--- config.mk ---
export PLATFORM = sky130hd
export DESIGN_NAME = fba_ctrl
export DESIGN_NICKNAME = d
export VERILOG_FILES = /design/src/frame_bitmap_allocator_assert.svh /design/src/fba_pkg.sv /design/src/fba_ctrl.sv
export SDC_FILE = /design/constraint.sdc
export NUM_CORES = 1
export LEC_CHECK = 0
export CAP_MARGIN = 20
export CORE_UTILIZATION = 25
export CTS_BUF_LIST = sky130_fd_sc_hd__clkbuf_8
export CTS_CLUSTER_DIAMETER = 60
export DETAILED_ROUTE_END_ITERATION = 10
export DONT_BUFFER_PORTS = 1
export PLACE_DENSITY = 0.34
export SYNTH_ARGS = -nofsm -noshare
export SYNTH_HDL_FRONTEND = slang
export SYNTH_SLANG_ARGS = --single-unit
--- constraint.sdc ---
create_clock -name i_clk -period 2.9 [get_ports i_clk]
set_input_delay 0.58 -clock i_clk [delete_from_list [all_inputs] [get_ports i_clk]]
set_output_delay 0.58 -clock i_clk [all_outputs]
set_load 0.02 [all_outputs]
--- src/frame_bitmap_allocator_assert.svh ---
`ifndef FRAME_BITMAP_ALLOCATOR_ASSERT_SVH
`define FRAME_BITMAP_ALLOCATOR_ASSERT_SVH

`ifndef SYNTH
`define FBA_ASSERT(lbl, clk, rst_n, prop) \
    lbl: assert property (@(posedge clk) disable iff (!rst_n) prop) \
        else $error("frame bitmap allocator check failed");
`define FBA_ASSERT_NEXT(lbl, clk, rst_n, cond, expr) \
    lbl: assert property (@(posedge clk) disable iff (!rst_n) (cond) |=> (expr)) \
        else $error("frame bitmap allocator sequence check failed");
`else
`define FBA_ASSERT(lbl, clk, rst_n, prop)
`define FBA_ASSERT_NEXT(lbl, clk, rst_n, cond, expr)
`endif

`endif

--- src/fba_pkg.sv ---
package fba_pkg;

    localparam int MAX_FRAMES = 4096;
    localparam int WORD_BITS  = 32;
    localparam int NWORDS     = MAX_FRAMES / WORD_BITS;
    localparam int WORD_AW    = $clog2(NWORDS);
    localparam int BIT_W      = $clog2(WORD_BITS);
    localparam int SCAN_W     = WORD_AW + 1;
    localparam int FRAME_W    = 12;
    localparam int FC_W       = 13;
    localparam int WCNT_W     = FC_W - BIT_W;

    localparam logic [FC_W-1:0] FRAME_COUNT_RST = FC_W'(4096);

    localparam logic [1:0] MODE_ALLOC = 2'd0;
    localparam logic [1:0] MODE_FREE  = 2'd1;
    localparam logic [1:0] MODE_TEST  = 2'd2;

    localparam logic [1:0] ST_DONE = 2'd0;
    localparam logic [1:0] ST_NOP  = 2'd1;
    localparam logic [1:0] ST_FULL = 2'd2;

    typedef struct packed {
        logic       load_item;
        logic       rd_en;
        logic       rd_scan;
        logic       scan_inc;
        logic       grant;
        logic       free_wr;
        logic       test_rd;
        logic       set_status;
        logic [1:0] status;
        logic       out_load;
    } t_dp_cmd;

    typedef struct packed {
        logic [1:0] mode;
        logic       fi_zero;
        logic       words_zero;
        logic       word_full;
        logic       scan_end;
        logic       out_free;
    } t_dp_stat;

endpackage

--- src/fba_ctrl.sv ---
module fba_ctrl (
    input  logic              i_clk,
    input  logic              i_rst_n,
    input  logic              i_valid,
    output logic              o_stall,
    input  fba_pkg::t_dp_stat i_stat,
    output fba_pkg::t_dp_cmd  o_cmd
);
    import fba_pkg::*;

    localparam logic [2:0] S_IDLE   = 3'd0;
    localparam logic [2:0] S_START  = 3'd1;
    localparam logic [2:0] S_SCAN   = 3'd2;
    localparam logic [2:0] S_GRANT  = 3'd3;
    localparam logic [2:0] S_RMW    = 3'd4;
    localparam logic [2:0] S_FINISH = 3'd5;

    logic [2:0] r_state;
    logic [2:0] n_state;

    always_ff @(posedge i_clk) begin
        if (!i_rst_n) begin
            r_state <= S_IDLE;
        end else begin
            r_state <= n_state;
        end
    end

    assign o_stall = (r_state != S_IDLE);

    always_comb begin
        n_state = r_state;
        o_cmd   = '0;
        case (r_state)
            S_IDLE: begin
                if (i_valid) begin
                    o_cmd.load_item = 1'b1;
                    n_state         = S_START;
                end
            end
            S_START: begin
                case (i_stat.mode)
                    MODE_ALLOC: begin
                        if (!i_stat.fi_zero) begin
                            o_cmd.set_status = 1'b1;
                            o_cmd.status     = ST_NOP;
                            n_state          = S_FINISH;
                        end else if (i_stat.words_zero) begin
                            o_cmd.set_status = 1'b1;
                            o_cmd.status     = ST_FULL;
                            n_state          = S_FINISH;
                        end else begin
                            o_cmd.rd_en    = 1'b1;
                            o_cmd.rd_scan  = 1'b1;
                            o_cmd.scan_inc = 1'b1;
                            n_state        = S_SCAN;
                        end
                    end
                    MODE_FREE: begin
                        if (i_stat.fi_zero) begin
                            o_cmd.set_status = 1'b1;
                            o_cmd.status     = ST_NOP;
                            n_state          = S_FINISH;
                        end else begin
                            o_cmd.rd_en = 1'b1;
                            n_state     = S_RMW;
                        end
                    end
                    MODE_TEST: begin
                        o_cmd.rd_en = 1'b1;
                        n_state     = S_RMW;
                    end
                    default: begin
                        o_cmd.set_status = 1'b1;
                        o_cmd.status     = ST_NOP;
                        n_state          = S_FINISH;
                    end
                endcase
            end
            S_SCAN: begin
                if (!i_stat.word_full) begin
                    n_state = S_GRANT;
                end else if (i_stat.scan_end) begin
                    o_cmd.set_status = 1'b1;
                    o_cmd.status     = ST_FULL;
                    n_state          = S_FINISH;
                end else begin
                    o_cmd.rd_en    = 1'b1;
                    o_cmd.rd_scan  = 1'b1;
                    o_cmd.scan_inc = 1'b1;
                end
            end
            S_GRANT: begin
                o_cmd.grant = 1'b1;
                n_state     = S_FINISH;
            end
            S_RMW: begin
                if (i_stat.mode == MODE_FREE) begin
                    o_cmd.free_wr = 1'b1;
                end else begin
                    o_cmd.test_rd = 1'b1;
                end
                n_state = S_FINISH;
            end
            S_FINISH: begin
                if (i_stat.out_free) begin
                    o_cmd.out_load = 1'b1;
                    n_state        = S_IDLE;
                end
            end
            default: begin
                n_state = S_IDLE;
            end
        endcase
    end

endmodule

==> flow_metrics.env <==
export IMPL_outcome="finished, final reports clean"
export IMPL_cts_clk_slew_worst_paths_ps=30
export IMPL_routed_wl_um=986
export IMPL_postLayoutCoreUtil_pct=31.5
export IMPL_wl_per_cell_um=13.1
export IMPL_synthMostInstantiatedCell="ha_1"
export IMPL_cap_violations=0
export IMPL_start_util_pct=27.3
export IMPL_place_port_buffers=0
export IMPL_cts_hold_buffers=0
export IMPL_cp_required_ps=2320
export IMPL_largest_reg_flops=3
export IMPL_grt_pass1_wl_um=1580
export IMPL_worst_path_max_fanout=13
export IMPL_placed_area_um2=440
export IMPL_grt_usage_pct=11.4
export IMPL_reg_top3="r_state x3"
export IMPL_rsz0062_at_grt="no"
export IMPL_synth_area_um2=420
export IMPL_netSwitchingFraction_pct=32.3
export IMPL_num_rows=14
export IMPL_gp_congestion=0.789
export IMPL_synthCells=56
export IMPL_cts_repair_resized=0
export IMPL_fp_dieH_um=43.0
export IMPL_pwr_share_clk_pct=48.2
export IMPL_antenna_left=0
export IMPL_synth_ff_type="dfxtp_1"
export IMPL_synth_seq_cells=3
export IMPL_pre_cts_slack_ps=751
export IMPL_setup_violations=0
export IMPL_min_path_type="in -> reg"
export IMPL_synthXorXnorAreaFrac_pct=0
export IMPL_avgSynthCellArea_um2=7.51
export IMPL_synth_compound_area_share_pct=21.4
export IMPL_grt_ovfl_total=0
export IMPL_syn_to_final_growth_pct=15.5
export IMPL_power_leakage_nw=0.218
export IMPL_clock_sinks=3
export IMPL_intPower_uw=164
export IMPL_drtPass1Iterations=4
export IMPL_start_kind="flip-flop"
export IMPL_period_share_pct=82.0
export IMPL_fp_dieArea_mm2=0.00185
export IMPL_clockRootBuffer="clkbuf_8"
export IMPL_nNetsFinal=76
export IMPL_antenna_found_initial=0
export IMPL_seqPwrFrac_pct=22.8
export IMPL_cts_buffers=3
export IMPL_power_frac_comb_pct=28.9
export IMPL_final_layout_size_suffix_gt1_share_pct=13.6
export IMPL_synthAdderAreaFrac_pct=17.9
export IMPL_dp_hpwl_um=816
export IMPL_synth_simple_area_share_pct=39.3
export IMPL_clk_latency_ps=210
export IMPL_netlist_area_leader_share_pct=17.9
export IMPL_synth_cell_types=28
export IMPL_powerDensity_mw_per_mm2=499
export IMPL_synthTopCellsByCount="6 x ha_1, 4 x inv_1, 4 x nor2_1, 4 x o21ai_0"
export IMPL_synth_area_top_cells="ha_1 18%, dfxtp_1 14%, o21ai_0 4.8%"
export IMPL_viasPerCell=5.35
export IMPL_syn_num_nets=72
export IMPL_ys_seq_area_share_pct=14.3
export IMPL_relSlewSlack_pct=55.6
export IMPL_synthArstFlopShare_pct=0
export IMPL_cts_path_max_buffers=2
export IMPL_p_sw_uw=78.1
export IMPL_pin_count=22
export IMPL_finClkSkew_ps=0.888
export IMPL_vias=401
export IMPL_cp_end_kind="output pin"
export IMPL_muxShareOfSynthArea_pct=0
export IMPL_synth_edf_count=0
export IMPL_grt_max_degree=14
export IMPL_synth_top_cell_by_area="ha_1"
export IMPL_ys_warn_count=0
export IMPL_drc=0
export IMPL_coreArea_mm2=0.00154
export IMPL_antenna_diode_count=0
export IMPL_cts_tree="done"
export IMPL_fp_dieW_um=43.0
export IMPL_finalInstanceArea_um2=485
export IMPL_regMostFlops="r_state"
export IMPL_fin_setup_tns_ps=0
export IMPL_min_period_ps=2380
export IMPL_first_global_vias=392
export IMPL_postCtsSetupRepairBufs=0
export IMPL_drt_iter0_markers=6
export IMPL_fmax_ghz=0.421
export IMPL_synth_top_family_by_area="simple AND/OR/NAND/NOR gates"
export IMPL_critPathKind="reg -> out"
export IMPL_htree_levels=1
export IMPL_vdd_drop_max_mv=0.190
export IMPL_crit_arrival_ps=1800
export IMPL_hold_viol=0
export IMPL_worst_slack_ps=523
export IMPL_tightest_slew_ps=665
export IMPL_slew_viol_final=0
==> final timing paths <==
kind	from	to	slack, ps	cells past startpoint
hold / removal	i_rst_n	r_state[1]	490	1
hold reg to reg	r_state[2]	r_state[2]	660	2
setup / recovery	r_state[0]	o_cmd[2]	520	3
setup reg to reg	r_state[0]	r_state[1]	1380	4
==> per-layer routing <==
| layer | wire [um] | global-route usage [%] | vias to the layer above |
|---|---|---|---|
| met2 | 441 | 17.0 | 13 |
| li1 | - | - | 212 |
| met3 | 79 | 6.38 | 0 |
| met5 | 0 | 0 | - |
| met4 | 0 | 5.45 | 0 |
| met1 | 465 | 13.0 | 176 |
==> cell families (layout without fill, tap and decap cells) <==
family                     after synthesis  in the layout
and+or+nand+nor                         26             26
buffers and inverters                    7             10
AOI/OAI and AO/OA                       14             14
DFF                                      3              3
adders and majority gates                6              6
==> final cells by class <==
type | count | area [um^2]
timing repair buffer | 2 | 15.0
clock buffer | 3 | 41.3
fill | 179 | 1060
multi-input combinational | 46 | 330
clock inverter | 1 | 3.75
sequential | 3 | 60.1
inverter | 4 | 15.0
tap | 16 | 20.0
==> cell usage in the layout, fill, tap and decap left out, types with 2 or more instances in the layout <==
cell,Yosys,routed
a221oi_1,2,2
and3b_1,2,2
buf_4,1,2
clkbuf_8,0,3
dfxtp_1,3,3
ha_1,6,6
inv_1,4,5
nand2_1,3,3
nand3_1,2,2
nand4b_1,2,2
nor2_1,4,4
nor2b_1,3,3
nor3b_1,2,2
o21ai_0,4,4
o22ai_1,3,3
==> power groups by stage <==
| stage | Clock [mW] | Sequential [mW] | Combinational, mW |
|---|---|---|---|
| global placement | 0 | 0.0559 | 0.0711 |
| finish | 0.117 | 0.0553 | 0.0700 |
| detailed placement | 0 | 0.0555 | 0.0709 |
| global route | 0.127 | 0.0563 | 0.0774 |
| floorplan | 0 | 0.0498 | 0.0661 |
| CTS | 0.121 | 0.0552 | 0.0710 |
==> metrics by stage <==
stage                     cells  power, mW  hold WS (ps)
after detailed placement     71      0.126           645
after global routing         75      0.260           485
after CTS                    75      0.247           491
after global placement       71      0.127           674
final                        75      0.242           491
after floorplan              56      0.116           563
==> worst max-delay path, stage by stage, from the launching register on <==
cell and delay [ps]:
dfxtp_1 510, or3b_4 450, or2_4 240, o22ai_1 390
Note: power is estimated with default switching activity, not from simulation.
